## config.mk

```make
export PLATFORM = sky130hd
export DESIGN_NAME = keyword_substitution_cipher
export DESIGN_NICKNAME = d
export VERILOG_FILES = /design/src/rtl/kwsc_pkg.sv /design/src/rtl/kwsc_ram.sv /design/src/rtl/kwsc_ctrl.sv /design/src/rtl/keyword_substitution_cipher.sv
export SDC_FILE = /design/constraint.sdc
export NUM_CORES = 1
export LEC_CHECK = 0
export BUFFER_PORTS_ARGS = -buffer_cell sky130_fd_sc_hd__buf_2
export CAP_MARGIN = 20
export CORE_MARGIN = 3
export CORE_UTILIZATION = 45
export DETAILED_ROUTE_END_ITERATION = 8
export GPL_TIMING_DRIVEN = 0
export SETUP_SLACK_MARGIN = 0.15
export SLEW_MARGIN = 20
export SYNTH_ARGS = -nofsm -noshare
export SYNTH_HDL_FRONTEND = slang
export SYNTH_HIERARCHICAL = 1
export SYNTH_SLANG_ARGS = --single-unit
```

## constraint.sdc

```tcl
create_clock -name aclk -period 5.3 [get_ports aclk]
set_input_delay 0.53 -clock aclk [delete_from_list [all_inputs] [get_ports aclk]]
set_output_delay 0.53 -clock aclk [all_outputs]
set_load 0.05 [all_outputs]
```

## src/rtl/kwsc_pkg.sv

```systemverilog
// ----------------------------------------------------------------------------
// kwsc_pkg
// Shared types and constants for the keyword substitution cipher engine.
// ----------------------------------------------------------------------------
package kwsc_pkg;

    localparam int ALPHABET_SIZE_DEF = 26;
    localparam int TABLE_DEPTH       = 26;
    localparam int IDX_W             = 5;
    localparam logic [7:0] FIRST_LETTER = 8'd65;

    typedef enum logic [2:0] {
        ACT_KEY     = 3'd0,
        ACT_FINISH  = 3'd1,
        ACT_ENCRYPT = 3'd2,
        ACT_DECRYPT = 3'd3,
        ACT_CLEAR   = 3'd4
    } action_t;

    typedef enum logic {
        ST_IDLE = 1'b0,
        ST_FILL = 1'b1
    } key_state_t;

    // One table write request.
    typedef struct packed {
        logic             we;
        logic [IDX_W-1:0] addr;
        logic [IDX_W-1:0] data;
    } tbl_wr_t;

endpackage

```

## src/rtl/kwsc_ram.sv

```systemverilog
// ----------------------------------------------------------------------------
// kwsc_ram
// Generic single-write, single-read synchronous RAM with registered read.
// ----------------------------------------------------------------------------
module kwsc_ram #(
    parameter int WIDTH = 8,
    parameter int DEPTH = 16,
    parameter int AW    = (DEPTH > 1) ? $clog2(DEPTH) : 1
) (
    input  logic             aclk,
    input  logic             we,
    input  logic [AW-1:0]    waddr,
    input  logic [WIDTH-1:0] wdata,
    input  logic             re,
    input  logic [AW-1:0]    raddr,
    output logic [WIDTH-1:0] rdata
);

    logic [WIDTH-1:0] mem_reg [DEPTH];
    logic [WIDTH-1:0] rdata_reg;

    always_ff @(posedge aclk) begin
        if (we) begin
            mem_reg[waddr] <= wdata;
        end
        if (re) begin
            rdata_reg <= mem_reg[raddr];
        end
    end

    assign rdata = rdata_reg;

endmodule

```

## src/rtl/kwsc_ctrl.sv

```systemverilog
// ----------------------------------------------------------------------------
// kwsc_ctrl
// Key builder: used flags, fill count, ready flag and the finish walk.
// Issues the write requests for both tables.
// ----------------------------------------------------------------------------
module kwsc_ctrl #(
    parameter int ALPHABET_SIZE = kwsc_pkg::ALPHABET_SIZE_DEF,
    parameter int AW            = $clog2(ALPHABET_SIZE),
    parameter int CW            = $clog2(ALPHABET_SIZE + 1)
) (
    input  logic              aclk,
    input  logic              aresetn,
    input  logic              req_accept,
    input  kwsc_pkg::action_t req_action,
    input  logic              letter_ok,
    input  logic [AW-1:0]     letter_idx,
    output kwsc_pkg::tbl_wr_t cipher_wr,
    output kwsc_pkg::tbl_wr_t inverse_wr,
    output logic              key_ready,
    output logic              busy
);

    kwsc_pkg::key_state_t state_reg, state_next;
    logic [ALPHABET_SIZE-1:0] used_reg, used_next;
    logic [CW-1:0]            fill_reg, fill_next;
    logic                     ready_reg, ready_next;
    logic [AW-1:0]            walk_reg, walk_next;

    logic          place_req;
    logic [AW-1:0] place_idx;
    logic          do_place;

    always_ff @(posedge aclk) begin
        if (!aresetn) begin
            state_reg <= kwsc_pkg::ST_IDLE;
            used_reg  <= '0;
            fill_reg  <= '0;
            ready_reg <= 1'b0;
            walk_reg  <= '0;
        end else begin
            state_reg <= state_next;
            used_reg  <= used_next;
            fill_reg  <= fill_next;
            ready_reg <= ready_next;
            walk_reg  <= walk_next;
        end
    end

    always_comb begin
        state_next = state_reg;
        used_next  = used_reg;
        fill_next  = fill_reg;
        ready_next = ready_reg;
        walk_next  = walk_reg;
        place_req  = 1'b0;
        place_idx  = letter_idx;

        case (state_reg)
            kwsc_pkg::ST_IDLE: begin
                if (req_accept) begin
                    case (req_action)
                        kwsc_pkg::ACT_KEY: begin
                            place_req = !ready_reg && letter_ok;
                        end
                        kwsc_pkg::ACT_FINISH: begin
                            if (!ready_reg) begin
                                state_next = kwsc_pkg::ST_FILL;
                                walk_next  = AW'(ALPHABET_SIZE - 1);
                            end
                        end
                        kwsc_pkg::ACT_CLEAR: begin
                            used_next  = '0;
                            fill_next  = '0;
                            ready_next = 1'b0;
                        end
                        default: begin
                        end
                    endcase
                end
            end
            kwsc_pkg::ST_FILL: begin
                // walk from the highest letter down, placing every unused one
                place_req = 1'b1;
                place_idx = walk_reg;
                if (walk_reg == '0) begin
                    ready_next = 1'b1;
                    state_next = kwsc_pkg::ST_IDLE;
                end else begin
                    walk_next = walk_reg - 1'b1;
                end
            end
            default: begin
                state_next = kwsc_pkg::ST_IDLE;
            end
        endcase

        do_place = place_req && !used_reg[place_idx]
                   && (fill_reg < CW'(ALPHABET_SIZE));
        if (do_place) begin
            used_next[place_idx] = 1'b1;
            fill_next            = fill_reg + 1'b1;
        end
    end

    assign cipher_wr.we    = do_place;
    assign cipher_wr.addr  = kwsc_pkg::IDX_W'(fill_reg);
    assign cipher_wr.data  = kwsc_pkg::IDX_W'(place_idx);
    assign inverse_wr.we   = do_place;
    assign inverse_wr.addr = kwsc_pkg::IDX_W'(place_idx);
    assign inverse_wr.data = kwsc_pkg::IDX_W'(fill_reg);

    assign key_ready = ready_reg;
    assign busy      = (state_reg != kwsc_pkg::ST_IDLE);

endmodule

```

## src/rtl/keyword_substitution_cipher.sv

```systemverilog
// ----------------------------------------------------------------------------
// keyword_substitution_cipher
// Keyword cipher engine: builds a substitution alphabet from a keyword and
// translates characters through it in both directions.
// ----------------------------------------------------------------------------
// Usage:
//   Requests arrive on the s_ stream: s_tuser carries the action (keyword
//   letter, finish key, encrypt, decrypt, clear key), s_tdata the byte.
//   Only encrypt and decrypt requests give a result on the m_ stream:
//   m_tdata is the translated or passed byte, m_tuser flags pass-through
//   and whether the key was ready.
//   A result passes through the registered table read and then the
//   output register before it appears on the m_ stream.
//   Throughput: keyword, clear, encrypt and decrypt requests are taken one
//   per cycle while the output is not stalled. A finish request walks the
//   alphabet: s_tready stays low while every unused letter is placed.
//   Both tables sit in RAMs with one write and one read port; the read port
//   serves translation, the write port the key builder, never at once.
//   Reset clears the used flags, fill count, ready flag and output valid;
//   table contents are not cleared and are only used once a key is ready.
//   When the receiver stalls, the output register holds its result and one
//   more result may wait in the read stage; after that s_tready drops.
// ----------------------------------------------------------------------------
module keyword_substitution_cipher #(
    parameter int ALPHABET_SIZE = kwsc_pkg::ALPHABET_SIZE_DEF
) (
    input  logic       aclk,
    input  logic       aresetn,
    input  logic       s_tvalid,
    output logic       s_tready,
    input  logic [7:0] s_tdata,   // [7:0] letter
    input  logic [2:0] s_tuser,   // [2:0] action
    output logic       m_tvalid,
    input  logic       m_tready,
    output logic [7:0] m_tdata,   // [7:0] out_char
    output logic [1:0] m_tuser    // [0] passed_through, [1] key_ready
);

    localparam int AW = $clog2(ALPHABET_SIZE);
    localparam int CW = $clog2(ALPHABET_SIZE + 1);
    localparam logic [8:0] LETTER_END = 9'(kwsc_pkg::FIRST_LETTER) + 9'(ALPHABET_SIZE);

    kwsc_pkg::action_t act;
    logic              s_accept;
    logic              is_xlate;
    logic              letter_ok;
    logic [AW-1:0]     letter_idx;

    kwsc_pkg::tbl_wr_t cipher_wr, inverse_wr;
    logic              key_ready;
    logic              busy;

    logic [kwsc_pkg::IDX_W-1:0] cipher_rd, inverse_rd, sel_rd;

    // read stage
    logic       p_valid_reg, p_valid_next;
    logic       p_pass_reg;
    logic [7:0] p_byte_reg;
    logic       p_dec_reg;
    logic       p_ready_reg;

    // output register
    logic       m_valid_reg, m_valid_next;
    logic [7:0] m_data_reg;
    logic [1:0] m_user_reg;
    logic       m_free;
    logic       m_load;

    assign act      = kwsc_pkg::action_t'(s_tuser);
    assign s_accept = s_tvalid && s_tready;
    assign is_xlate = (act == kwsc_pkg::ACT_ENCRYPT) || (act == kwsc_pkg::ACT_DECRYPT);

    assign letter_ok  = (s_tdata >= kwsc_pkg::FIRST_LETTER) && ({1'b0, s_tdata} < LETTER_END);
    assign letter_idx = AW'(s_tdata - kwsc_pkg::FIRST_LETTER);

    assign m_free   = !m_valid_reg || m_tready;
    assign m_load   = p_valid_reg && m_free;
    // hold off while the finish walk runs or the read stage cannot drain
    assign s_tready = !busy && (!p_valid_reg || m_free);

    kwsc_ctrl #(
        .ALPHABET_SIZE (ALPHABET_SIZE),
        .AW            (AW),
        .CW            (CW)
    ) u_ctrl (
        .aclk       (aclk),
        .aresetn    (aresetn),
        .req_accept (s_accept),
        .req_action (act),
        .letter_ok  (letter_ok),
        .letter_idx (letter_idx),
        .cipher_wr  (cipher_wr),
        .inverse_wr (inverse_wr),
        .key_ready  (key_ready),
        .busy       (busy)
    );

    kwsc_ram #(
        .WIDTH (kwsc_pkg::IDX_W),
        .DEPTH (ALPHABET_SIZE),
        .AW    (AW)
    ) u_cipher_ram (
        .aclk  (aclk),
        .we    (cipher_wr.we),
        .waddr (cipher_wr.addr[AW-1:0]),
        .wdata (cipher_wr.data),
        .re    (s_accept && is_xlate),
        .raddr (letter_idx),
        .rdata (cipher_rd)
    );

    kwsc_ram #(
        .WIDTH (kwsc_pkg::IDX_W),
        .DEPTH (ALPHABET_SIZE),
        .AW    (AW)
    ) u_inverse_ram (
        .aclk  (aclk),
        .we    (inverse_wr.we),
        .waddr (inverse_wr.addr[AW-1:0]),
        .wdata (inverse_wr.data),
        .re    (s_accept && is_xlate),
        .raddr (letter_idx),
        .rdata (inverse_rd)
    );

    // Read stage: capture request info while the tables are read.
    always_comb begin
        p_valid_next = p_valid_reg;
        if (s_accept && is_xlate) begin
            p_valid_next = 1'b1;
        end else if (m_load) begin
            p_valid_next = 1'b0;
        end
    end

    always_ff @(posedge aclk) begin
        if (!aresetn) begin
            p_valid_reg <= 1'b0;
        end else begin
            p_valid_reg <= p_valid_next;
        end
    end

    always_ff @(posedge aclk) begin
        if (s_accept && is_xlate) begin
            p_pass_reg  <= !(key_ready && letter_ok);
            p_byte_reg  <= s_tdata;
            p_dec_reg   <= (act == kwsc_pkg::ACT_DECRYPT);
            p_ready_reg <= key_ready;
        end
    end

    // Output register: hold the result until the receiver takes it.
    assign sel_rd = p_dec_reg ? inverse_rd : cipher_rd;

    always_comb begin
        m_valid_next = m_valid_reg;
        if (m_load) begin
            m_valid_next = 1'b1;
        end else if (m_tready) begin
            m_valid_next = 1'b0;
        end
    end

    always_ff @(posedge aclk) begin
        if (!aresetn) begin
            m_valid_reg <= 1'b0;
        end else begin
            m_valid_reg <= m_valid_next;
        end
    end

    always_ff @(posedge aclk) begin
        if (m_load) begin
            m_data_reg <= p_pass_reg ? p_byte_reg
                                     : kwsc_pkg::FIRST_LETTER + 8'(sel_rd);
            m_user_reg <= {p_ready_reg, p_pass_reg};
        end
    end

    assign m_tvalid = m_valid_reg;
    assign m_tdata  = m_data_reg;
    assign m_tuser  = m_user_reg;

endmodule

```

; ---- Word level (Yosys, flattened, before mapping)
; Memories as Yosys holds them, arrays and structs flattened. A register that Yosys moved wholly into a read port is not among the register bits.
; Index checks and enable logic that the tools add are counted.
[op_classes]
order_cmp = 5
bitwise = 2
add_sub_neg = 4
n_eq_ne = 11
mux = 38
n_mul = 0
n_reduce_logical = 28
shift = 0
n_div = 0
[op_table]
columns = cell, n
row1 = 26-bit two-way mux, 4
row2 = 5-bit two-way mux, 10
row3 = 26-bit bitwise OR, 1
row4 = 1-bit two-way mux, 17
row5 = 2-bit inequality test (second input constant), 6
row6 = 1-bit logical AND, 10
row7 = 5-bit one-hot mux with 2 select lines, 1
row8 = 5-bit by 1-bit subtractor with 5-bit output (second input constant), 2
row9 = 7-bit by 5-bit adder with 8-bit output (first input constant), 1
row10 = 8-bit by 7-bit greater-or-equal comparator with 1-bit output (second input constant), 1
row11 = 8-bit by 7-bit < comparator with 1-bit output (second input constant), 1
row12 = 8-bit two-way mux, 1
row13 = 2-bit nonzero test, 4
row14 = 3-bit by 2-bit equality test with 1-bit output (second input constant), 2
row15 = 1-bit zero test, 6
row16 = 5-bit by 6-bit < comparator with 1-bit output (second input constant), 1
row17 = 1-bit one-hot mux with 2 select lines, 3
row18 = 3-bit AND reduction, 2
row19 = 5-bit by 1-bit adder with 5-bit output (second input constant), 1
row20 = 1-bit binary-select mux with 5-bit select, 1
row21 = 1-bit demux with 5-bit select, 1
row22 = 5-bit by 1-bit greater-or-equal comparator with 1-bit output (second input constant), 1
row23 = 5-bit zero test, 1
row24 = 5-bit < comparator (second input constant), 1
row25 = 7 further kinds, 9
[word_totals]
latch_bits = 0
n_memories = 2
ff_bits = 61
inputBits = 15
romBits = 0
ramBits = 260
[mem_list]
columns = memory, depth, word_bits, rd, rd_clocked_by_memory_dff, write_ports, line_no
row1 = u_cipher_ram.mem_reg, 26, 5, 1, 1, 1, kwsc_ram.sv:19  ; logic [WIDTH-1:0] mem_reg [DEPTH];
row2 = u_inverse_ram.mem_reg, 26, 5, 1, 1, 1, kwsc_ram.sv:19

; ---- Longest topological paths before layout
; Gate-level depths: netlist of the first run.
[depth]
depth_word = 11
mapped_depth = 15
mapped_depth_nobuf = 11

; ---- By module
; Netlist of the first run, hierarchy kept.
[by_module_without_submodules]
columns = module, n_inst, cells_each, area_per_inst_um2
row1 = kwsc_ram, 2, 315, 5418.9
row2 = kwsc_ctrl, 1, 213, 2125.8
row3 = keyword_substitution_cipher, 1, 85, 1117.3

; ---- Least setup slack after synthesis of the first run
; OpenSTA, ideal clock, no wires.
[synth_timing]
path_type = in2reg
from = input s_tdata[0]
to = memory u_cipher_ram/mem_reg[0][0] (netlist name), enable pin
arrival_ps = 3917
path_slack_ps = 1044
t_required_ps = 4961
setup_ps = 339
path_stages = 15
n_path_buf = 4
cell_sequence = inv_1 > ha_1 > nor3b_1 > xor2_1 > mux2_2 > mux4_1 > mux2_2 > nand2_1 > and3_1 > buf_6 > buf_12 > buf_4 > or3b_1 > clkbuf_1 > nor2_1
[synth_lines]
columns = element, line_no
row1 = from (decl), keyword_substitution_cipher.sv:31  ; input logic [7:0] s_tdata,
row2 = to (decl), kwsc_ram.sv:19

; ---- Worst setup path in the final report of the first run
[layout_timing]
from = input s_tdata[0]
to = memory u_cipher_ram/mem_reg[8][0] (netlist name), enable pin
[layout_lines]
columns = element, line_no
row1 = 5-bit by 1-bit subtractor with 5-bit output, keyword_substitution_cipher.sv:74  ; assign letter_idx = AW'(s_tdata - kwsc_pkg::FIRST_LETTER);
row2 = net letter_idx[0], keyword_substitution_cipher.sv:47  ; logic [AW-1:0] letter_idx;
row3 = 5-bit two-way mux, kwsc_ctrl.sv:58  ; case (state_reg)
row4 = 1-bit binary-select mux with 5-bit select, kwsc_ctrl.sv:97  ; do_place = place_req && !used_reg[place_idx]
row5 = 1-bit two-way mux (implied by the code), kwsc_ctrl.sv:97
row6 = 1-bit zero test, kwsc_ctrl.sv:97
row7 = 1-bit logical AND, kwsc_ctrl.sv:97
row8 = 1-bit logical AND, kwsc_ctrl.sv:98  ; && (fill_reg < CW'(ALPHABET_SIZE));
row9 = net u_ctrl.do_place, kwsc_ctrl.sv:31  ; logic do_place;
row10 = 1-bit two-way mux, kwsc_ram.sv:23  ; if (we) begin
row11 = 1-bit two-way mux (implied by the code), kwsc_ram.sv:24  ; mem_reg[waddr] <= wdata;
; The timed path passes the listed nets, and every way through them passes these cells. The select of a mux whose other input is x is not followed.

==> results of run 1 <==
==> per-stage QoR <==
step,setup WS (ns),instance area [sq um],setup TNS [ns],util [%]
finish,0.4772,15960,0,51.90
CTS,0.2406,15930,0,51.79
global placement,-0.7415,14710,-129.12,47.83
detailed placement,-0.7849,14750,-139.12,47.97
floorplan,1.044,14080,0,-
global route,0.2873,15960,0,51.90
==> cell families after synthesis <==
family	count (synthesis)	synth area share, %
AOI/OAI and AO/OA	108	6.016
muxes	137	12.30
DFF	331	67.74
and+or+nand+nor	268	9.757
adders and majority gates	7	0.6220
xor gates and xnor gates	8	0.4976
buffers and inverters	69	3.066
==> cell usage in the layout, fill, tap and decap left out, types with 4 or more instances in the layout <==
| cell | n |
|---|---|
| a21oi_1 | 24 |
| a22oi_1 | 11 |
| a32o_1 | 28 |
| and2_1 | 9 |
| and3_1 | 4 |
| and3_2 | 5 |
| buf_2 | 35 |
| buf_4 | 21 |
| buf_6 | 5 |
| buf_8 | 5 |
| clkbuf_1 | 26 |
| clkbuf_16 | 38 |
| clkinv_1 | 9 |
| clkinv_2 | 5 |
| dfxtp_1 | 40 |
| edfxtp_1 | 291 |
| ha_1 | 7 |
| inv_1 | 12 |
| mux2_2 | 14 |
| mux2i_1 | 98 |
| mux4_1 | 11 |
| mux4_2 | 12 |
| nand2_1 | 66 |
| nand2b_1 | 11 |
| nand3_1 | 36 |
| nand3b_1 | 12 |
| nand4_1 | 11 |
| nor2_1 | 68 |
| nor2b_1 | 13 |
| o211ai_1 | 11 |
| o22ai_1 | 5 |
| o32ai_1 | 4 |
| or3b_1 | 9 |
==> power by group through the flow <==
stage          clock (mW)  combinational (mW)  sequential, mW
2_1_floorplan           0               0.253            2.91
3_3_place_gp            0               0.380            2.91
3_5_place_dp            0               0.386            2.91
4_1_cts              2.49               0.389            2.86
5_1_grt              2.60               0.422            2.85
6_report             2.43               0.390            2.86
==> critical path: cells and delay by family <==
family                   cells  cell delay (ns)
AO/OA/AOI/OAI                1             0.25
adder cells (fa/ha/maj)      1             0.30
buffers and inverters        8             1.83
multiplexers                 2             0.79
AND/OR/NAND/NOR              4             1.22
==> how the worst min path moves through the flow <==
| stage | endpoint | slack, ns | from |
|---|---|---|---|
| 3_3_place_gp | m_tuser[1]$_DFFE_PP_ | 0.42 | p_ready_reg$_DFFE_PP_ |
| 3_5_place_dp | m_tuser[1]$_DFFE_PP_ | 0.41 | p_ready_reg$_DFFE_PP_ |
| 6_report | p_byte_reg[7]$_DFFE_PP_ | 0.20 | s_tdata[7] |
| 2_1_floorplan | m_tuser[1]$_DFFE_PP_ | 0.40 | p_ready_reg$_DFFE_PP_ |
| 5_1_grt | p_byte_reg[7]$_DFFE_PP_ | 0.19 | s_tdata[7] |
| 4_1_cts | p_byte_reg[7]$_DFFE_PP_ | 0.18 | s_tdata[7] |
==> area by class of cell <==
class / count / share of cell area, %
Sequential cell: 331 / 59.77
Multi-Input combinational cell: 528 / 25.97
Clock buffer: 46 / 6.147
Tap cell: 396 / 3.105
Buffer: 55 / 2.360
Timing Repair Buffer: 32 / 1.145
Clock inverter: 20 / 1.137
Inverter: 14 / 0.3685
==> what timing repair did <==
item,in CTS,in global routing
pin swaps,0,1
setup endpoints to repair,260,62
gates resized for setup,3,2
buffers inserted,0,3
==> routing by layer <==
layer	vias up	global-route usage, %
li1	3750	-
met1	3965	26.31
met2	185	28.35
met3	49	2.816
met4	0	5.393
met5	-	0
==> key figures, run 1 <==
Timing
  – Worst-Margin Slew: 1.016 ns
  – Final Hold Vio Count: 0
  – RSZ-0062 raised after global routing: no
  – Worst relative slew slack: 32.20%
  – Post-route clock skew: 0.02434 ns
  – Period utilization: 91.00%
  – Post-layout min period: 4.823 ns
  – Setup-failing EPs final: 0
  – Max frequency: a little over 0.2 GHz
  – Worst hold margin: 0.2025 ns
  – Slew Limit Fails: 0

Synth
  – Top-area cell type share of the netlist area: 62.06%
  – Post-synth EDFFs: 291
  – Register area share after synthesis: a little under 70%
  – Syn avg cell area: 15.17 sq um
  – Register bit count reported by yosys: 331
  – Top-count cell post-synth: edfxtp_1
  – Share of flip-flops with an asynchronous set or reset: 0%
  – Post-synth top flop: edfxtp_1
  – Syn Std Cell Area: 0.01408 sq mm
  – Mapped Cells: 928
  – Most frequent cells after synthesis: 291 x edfxtp_1, 98 x mux2i_1, 69 x nor2_1
  – Post-synth top area cell: edfxtp_1
  – Synth Warn #: 6
  – Yosys cell types: 69
  – Net Count, Synth: 950
  – Synth area leaders: edfxtp_1 62%, mux2i_1 7.0%, dfxtp_1 5.7%

Clock tree
  – Clk root buf: clkbuf_16
  – Clk_lat worst skew: 0.52 ns
  – Worst-path clk slew: 0.06 ns
  – H-tree depth: 2
  – CTS Buffer Depth: 3
  – Hold-fix buffers, CTS: 0
  – CTS tree: done
  – Num Clock Sinks: 331
  – CTS Buf Count: 36

Critical path
  – Crit-path max FO: 34
  – Worst reg-to-reg setup slack: 0.67 ns
  – Critical path class: in2reg
  – Worst setup path startpoint: s_tdata[0]
  – Worst Path Arrival: 4.96 ns
  – Worst R2R Start: u_ctrl/busy$_SDFF_PN0_
  – CP endpoint kind: register
  – Crit path to: u_cipher_ram/mem_reg[8][0]$_DFFE_PP_
  – Worst path slowest cell: mux4_1
  – CP required: approximately 5.4 ns
  – CP Cell Sequence: buf_2 -> inv_1 -> ha_1 -> inv_1 -> mux2i_4 -> inv_4 -> mux4_1 -> and2_1 -> a211oi_2 -> and3_1 -> buf_6 -> buf_12 -> buf_4 -> or3b_1 -> clkbuf_1 -> nor2_1
  – CP startpoint kind: primary input
  – Cell depth of the worst flop-to-flop path: 11
  – Most frequent CP cell: inv_1
  – Reg2reg end: u_cipher_ram/mem_reg[8][0]$_DFFE_PP_
  – Critical path's largest stage delay: 0.59 ns

Outcome
  – Status: finished, final reports clean

Final layout
  – Fin nets: 1020
  – N_diodes: 0
  – Post-route insts no fill: 1422
  – Share of cells above drive strength 1: 16.28%
  – Multi-input logic area: 0.004144 sq mm
  – Fill cells: 2573
  – Register area: 0.009539 sq mm
  – Synth-to-Final Area Change: 13.34%

Routing
  – Drt wl/cell: 21.22 um
  – Metal3 WL: around 1500 um
  – Via count: 7949
  – Antenna Nets Post-Route: 0
  – Drt via density: 5.590
  – M1 WL: 14130 um
  – Drt total wl: 30180 um
  – Iter 0 DRT Violations: 665
  – Top sig layer: met4
  – Met2 Wirelength: between 10000 and 15000 um
  – Pre-antenna DRT Iters: 5
  – Residual DRC: 0

Die
  – Core Area: 0.03075 sq mm
  – Row count: 64
  – IO Pins: 27
  – Die footprint: between 0.03 and 0.04 sq mm
  – Die span in x: 182.9 um
  – Initial Utilization: 45.79%
  – Die H: 182.9 um

Power
  – LEAKAGE: 5.666 nW
  – Net Switching: 1.237 mW
  – Power Internal: 4.443 mW
  – Clock network power share: 42.9%
  – Pwr Density: 355.9 mW/mm^2
  – Share of power burned in registers: 50.3%
  – Comb power frac: under 10%
  – Sw frac: 21.77%
  – Peak supply drop: 0.0002596 V
  – Pwr Total: 5.679 mW

GRT
  – Total grt overflow: 0
  – First-pass GRT wire length: 46260 um
  – Largest net degree at the start of global routing: 35
  – Vias in the first global route: 7870
  – Total GRT Usage: 18.05%
  – Initial antenna violation count: 0

Place
  – Input/output buffers: 26
  – Placed cells: 1353
  – Post-DP HPWL: 19750 um
  – RD Place Congestion: 0.8104

Min path
  – Worst hold stages: 1
  – HP Class: in2reg

Flow run
  – Max-Cap Viols: 0
Note: power is estimated with default switching activity, not from simulation.
==> run 2, diff against run 1 <==
==> constraint.sdc (replaced) <==
create_clock -name aclk -period 5.6 [get_ports aclk]
set_input_delay 0.56 -clock aclk [delete_from_list [all_inputs] [get_ports aclk]]
set_output_delay 0.56 -clock aclk [all_outputs]
set_load 0.05 [all_outputs]
==> run 2 against run 1 <==
Compared with the run above: sequential power decreased by 6%; register-to-register slack better by 0.28 ns; worst setup slack better by 0.096 ns; sequential cell count is the same; sequential share of layout area increased by 0.12 points; core utilization shrank 0.11 points; die area unchanged; count of clock-buffer cells in the layout unchanged; cell count shrank 0.21%; routed wire length is 0.20% lower; largest cell class unchanged; largest power group unchanged.
==> key figures, run 2 (same netlist as run 1, synthesis figures left out) <==
Final layout
  – Synth-to-Final Area Change: 13.11%
  – Most common cell after layout, fill and taps aside: edfxtp_1
  – Share of cells above drive strength 1: 15.84%
  – Final cell utilization of the core: around 52%
  – Most frequent cells in the layout: 291 x edfxtp_1, 98 x mux2i_1, 69 x nor2_1
  – N_diodes: 0
  – Fin nets: 1017

Power
  – Pwr Total: 5.374 mW
  – LEAKAGE: 5.650 nW
  – Peak supply drop: 0.0002444 V
  – Pwr Density: 337.4 mW/mm^2

Critical path
  – Delay-heaviest family, CP: simple AND/OR/NAND/NOR gates
  – CP Cell Sequence: buf_2 -> inv_1 -> ha_1 -> nor3b_1 -> xor2_2 -> mux2_4 -> mux4_1 -> mux2_2 -> nand2_1 -> and3_1 -> buf_6 -> buf_12 -> buf_4 -> or3b_1 -> clkbuf_1 -> nor2_1
  – CP endpoint kind: register
  – Crit-path max FO: 31
  – WP buf/inv: 6
  – Worst path slowest cell: xor2_2
  – Worst Path Arrival: 5.17 ns
  – Critical path's largest stage delay: 0.62 ns
  – Worst reg-to-reg setup slack: 0.95 ns
  – CP required: 5.74 ns
  – Critical path class: in2reg
  – CP startpoint kind: primary input

Timing
  – Worst relative slew slack: 31.25%
  – RSZ-0062 raised after global routing: no
  – Final Hold Vio Count: 0
  – Post-route clock skew: 0.02287 ns
  – Max frequency: slightly below 0.2 GHz
  – Period utilization: 89.76%
  – TNS Setup: 0 ns
  – Slew Limit Fails: 0
  – Setup-failing EPs final: 0
  – Worst-Margin Slew: 1.030 ns
  – Post-layout min period: 5.027 ns

Routing
  – Pre-antenna DRT Iters: 5
  – Drt total wl: ~30000 um
  – Iter 0 DRT Violations: 647
  – Drt via density: 5.597
  – Antenna Nets Post-Route: 0
  – Drt wl/cell: 21.22 um
  – Via count: ~8000
  – Residual DRC: 0

Clock tree
  – CTS tree: done
  – CTS Buffer Depth: 3
  – Worst-path clk slew: 0.06 ns
  – Post-CTS setup buffers: 0
  – Hold-fix buffers, CTS: 0
  – Clk_lat worst skew: 0.52 ns
  – CTS Buf Count: 36
  – Clk root buf: clkbuf_16
  – H-tree depth: 2
  – Num Clock Sinks: 331

Die
  – Core Area: 0.03075 sq mm
  – Die footprint: 0.03345 sq mm
  – Die span in x: between 150 and 200 um
  – Die H: 182.9 um
  – Row count: between 60 and 70
  – IO Pins: 27
  – Initial Utilization: 45.79%

Flow run
  – Max-Cap Viols: 0

Outcome
  – Status: finished, final reports clean

GRT
  – Total grt overflow: 0
  – Initial antenna violation count: 0
  – First-pass GRT wire length: roughly 46000 um
  – Vias in the first global route: 7870
  – Largest net degree at the start of global routing: 35
  – Total GRT Usage: between 10% and 20%

Min path
  – HP Class: in2reg

Place
  – Input/output buffers: 26
  – RD Place Congestion: around 0.81
  – Post-DP HPWL: roughly 20000 um
[run 2: changes by cell type in the layout (fill, tap and decap cells not counted)]
cell    change
xor2_1      +1
nor2_1      +1
buf_4       -3
xor2_2      -1
nor2_2      -1
[run 2: what timing repair did]
item	CTS	global route
endpoints found under the setup margin	70	70
gates cloned	0	0
gates resized for setup	1	2
[run 2: per-layer routing]
| metal | up-vias | global-route usage, % | part of all wire (%) |
|---|---|---|---|
| met2 | 172 | 28.35 | 46 |
| met3 | 47 | 2.816 | 4.4 |
| met5 | - | 0 | 0 |
| met4 | 0 | 5.393 | 2.3 |
| li1 | 3743 | - | - |
| met1 | 3980 | 26.31 | 47 |
[run 2: metrics by stage]
stage / setup WS (ns) / cell area, sq um / std cells / hold slack (ns)
3_5_place_dp: -0.5149 / 14750 / 1353 / 0.4108
2_1_floorplan: 1.314 / 14080 / 928 / 0.4003
6_report: 0.5732 / 15930 / 1419 / 0.2326
4_1_cts: 0.1946 / 15920 / 1419 / 0.2096
3_3_place_gp: -0.4715 / 14710 / 1350 / 0.4236
5_1_grt: 0.2699 / 15930 / 1419 / 0.2206
[run 2: layout make-up]
type / instances / area, sq um
Multi-Input combinational cell: 528 / 4134
Clock buffer: 46 / 980.9
Clock inverter: 20 / 181.4
Buffer: 55 / 376.6
Fill cell: 2580 / 14820
Tap cell: 396 / 495.5
Timing Repair Buffer: 29 / 160.2
Sequential cell: 331 / 9539
Inverter: 14 / 58.81
[run 2: path summary, 6_finish.rpt]
path	startpoint	depth (start not counted)	to
max	s_tdata[0]	16	u_cipher_ram/mem_reg[8][0]$_DFFE_PP_
min	s_tdata[7]	1	p_byte_reg[7]$_DFFE_PP_
max reg2reg	u_ctrl/busy$_SDFF_PN0_	11	u_cipher_ram/mem_reg[8][0]$_DFFE_PP_
min reg2reg	p_ready_reg$_DFFE_PP_	0	m_tuser[1]$_DFFE_PP_
[run 2: power by group]
group          switching, mW  total (mW)  internal [mW]
registers            0.00683        2.70           2.70
clock network          0.925        2.31           1.38
logic                  0.240       0.365          0.126
total                   1.17        5.37           4.20
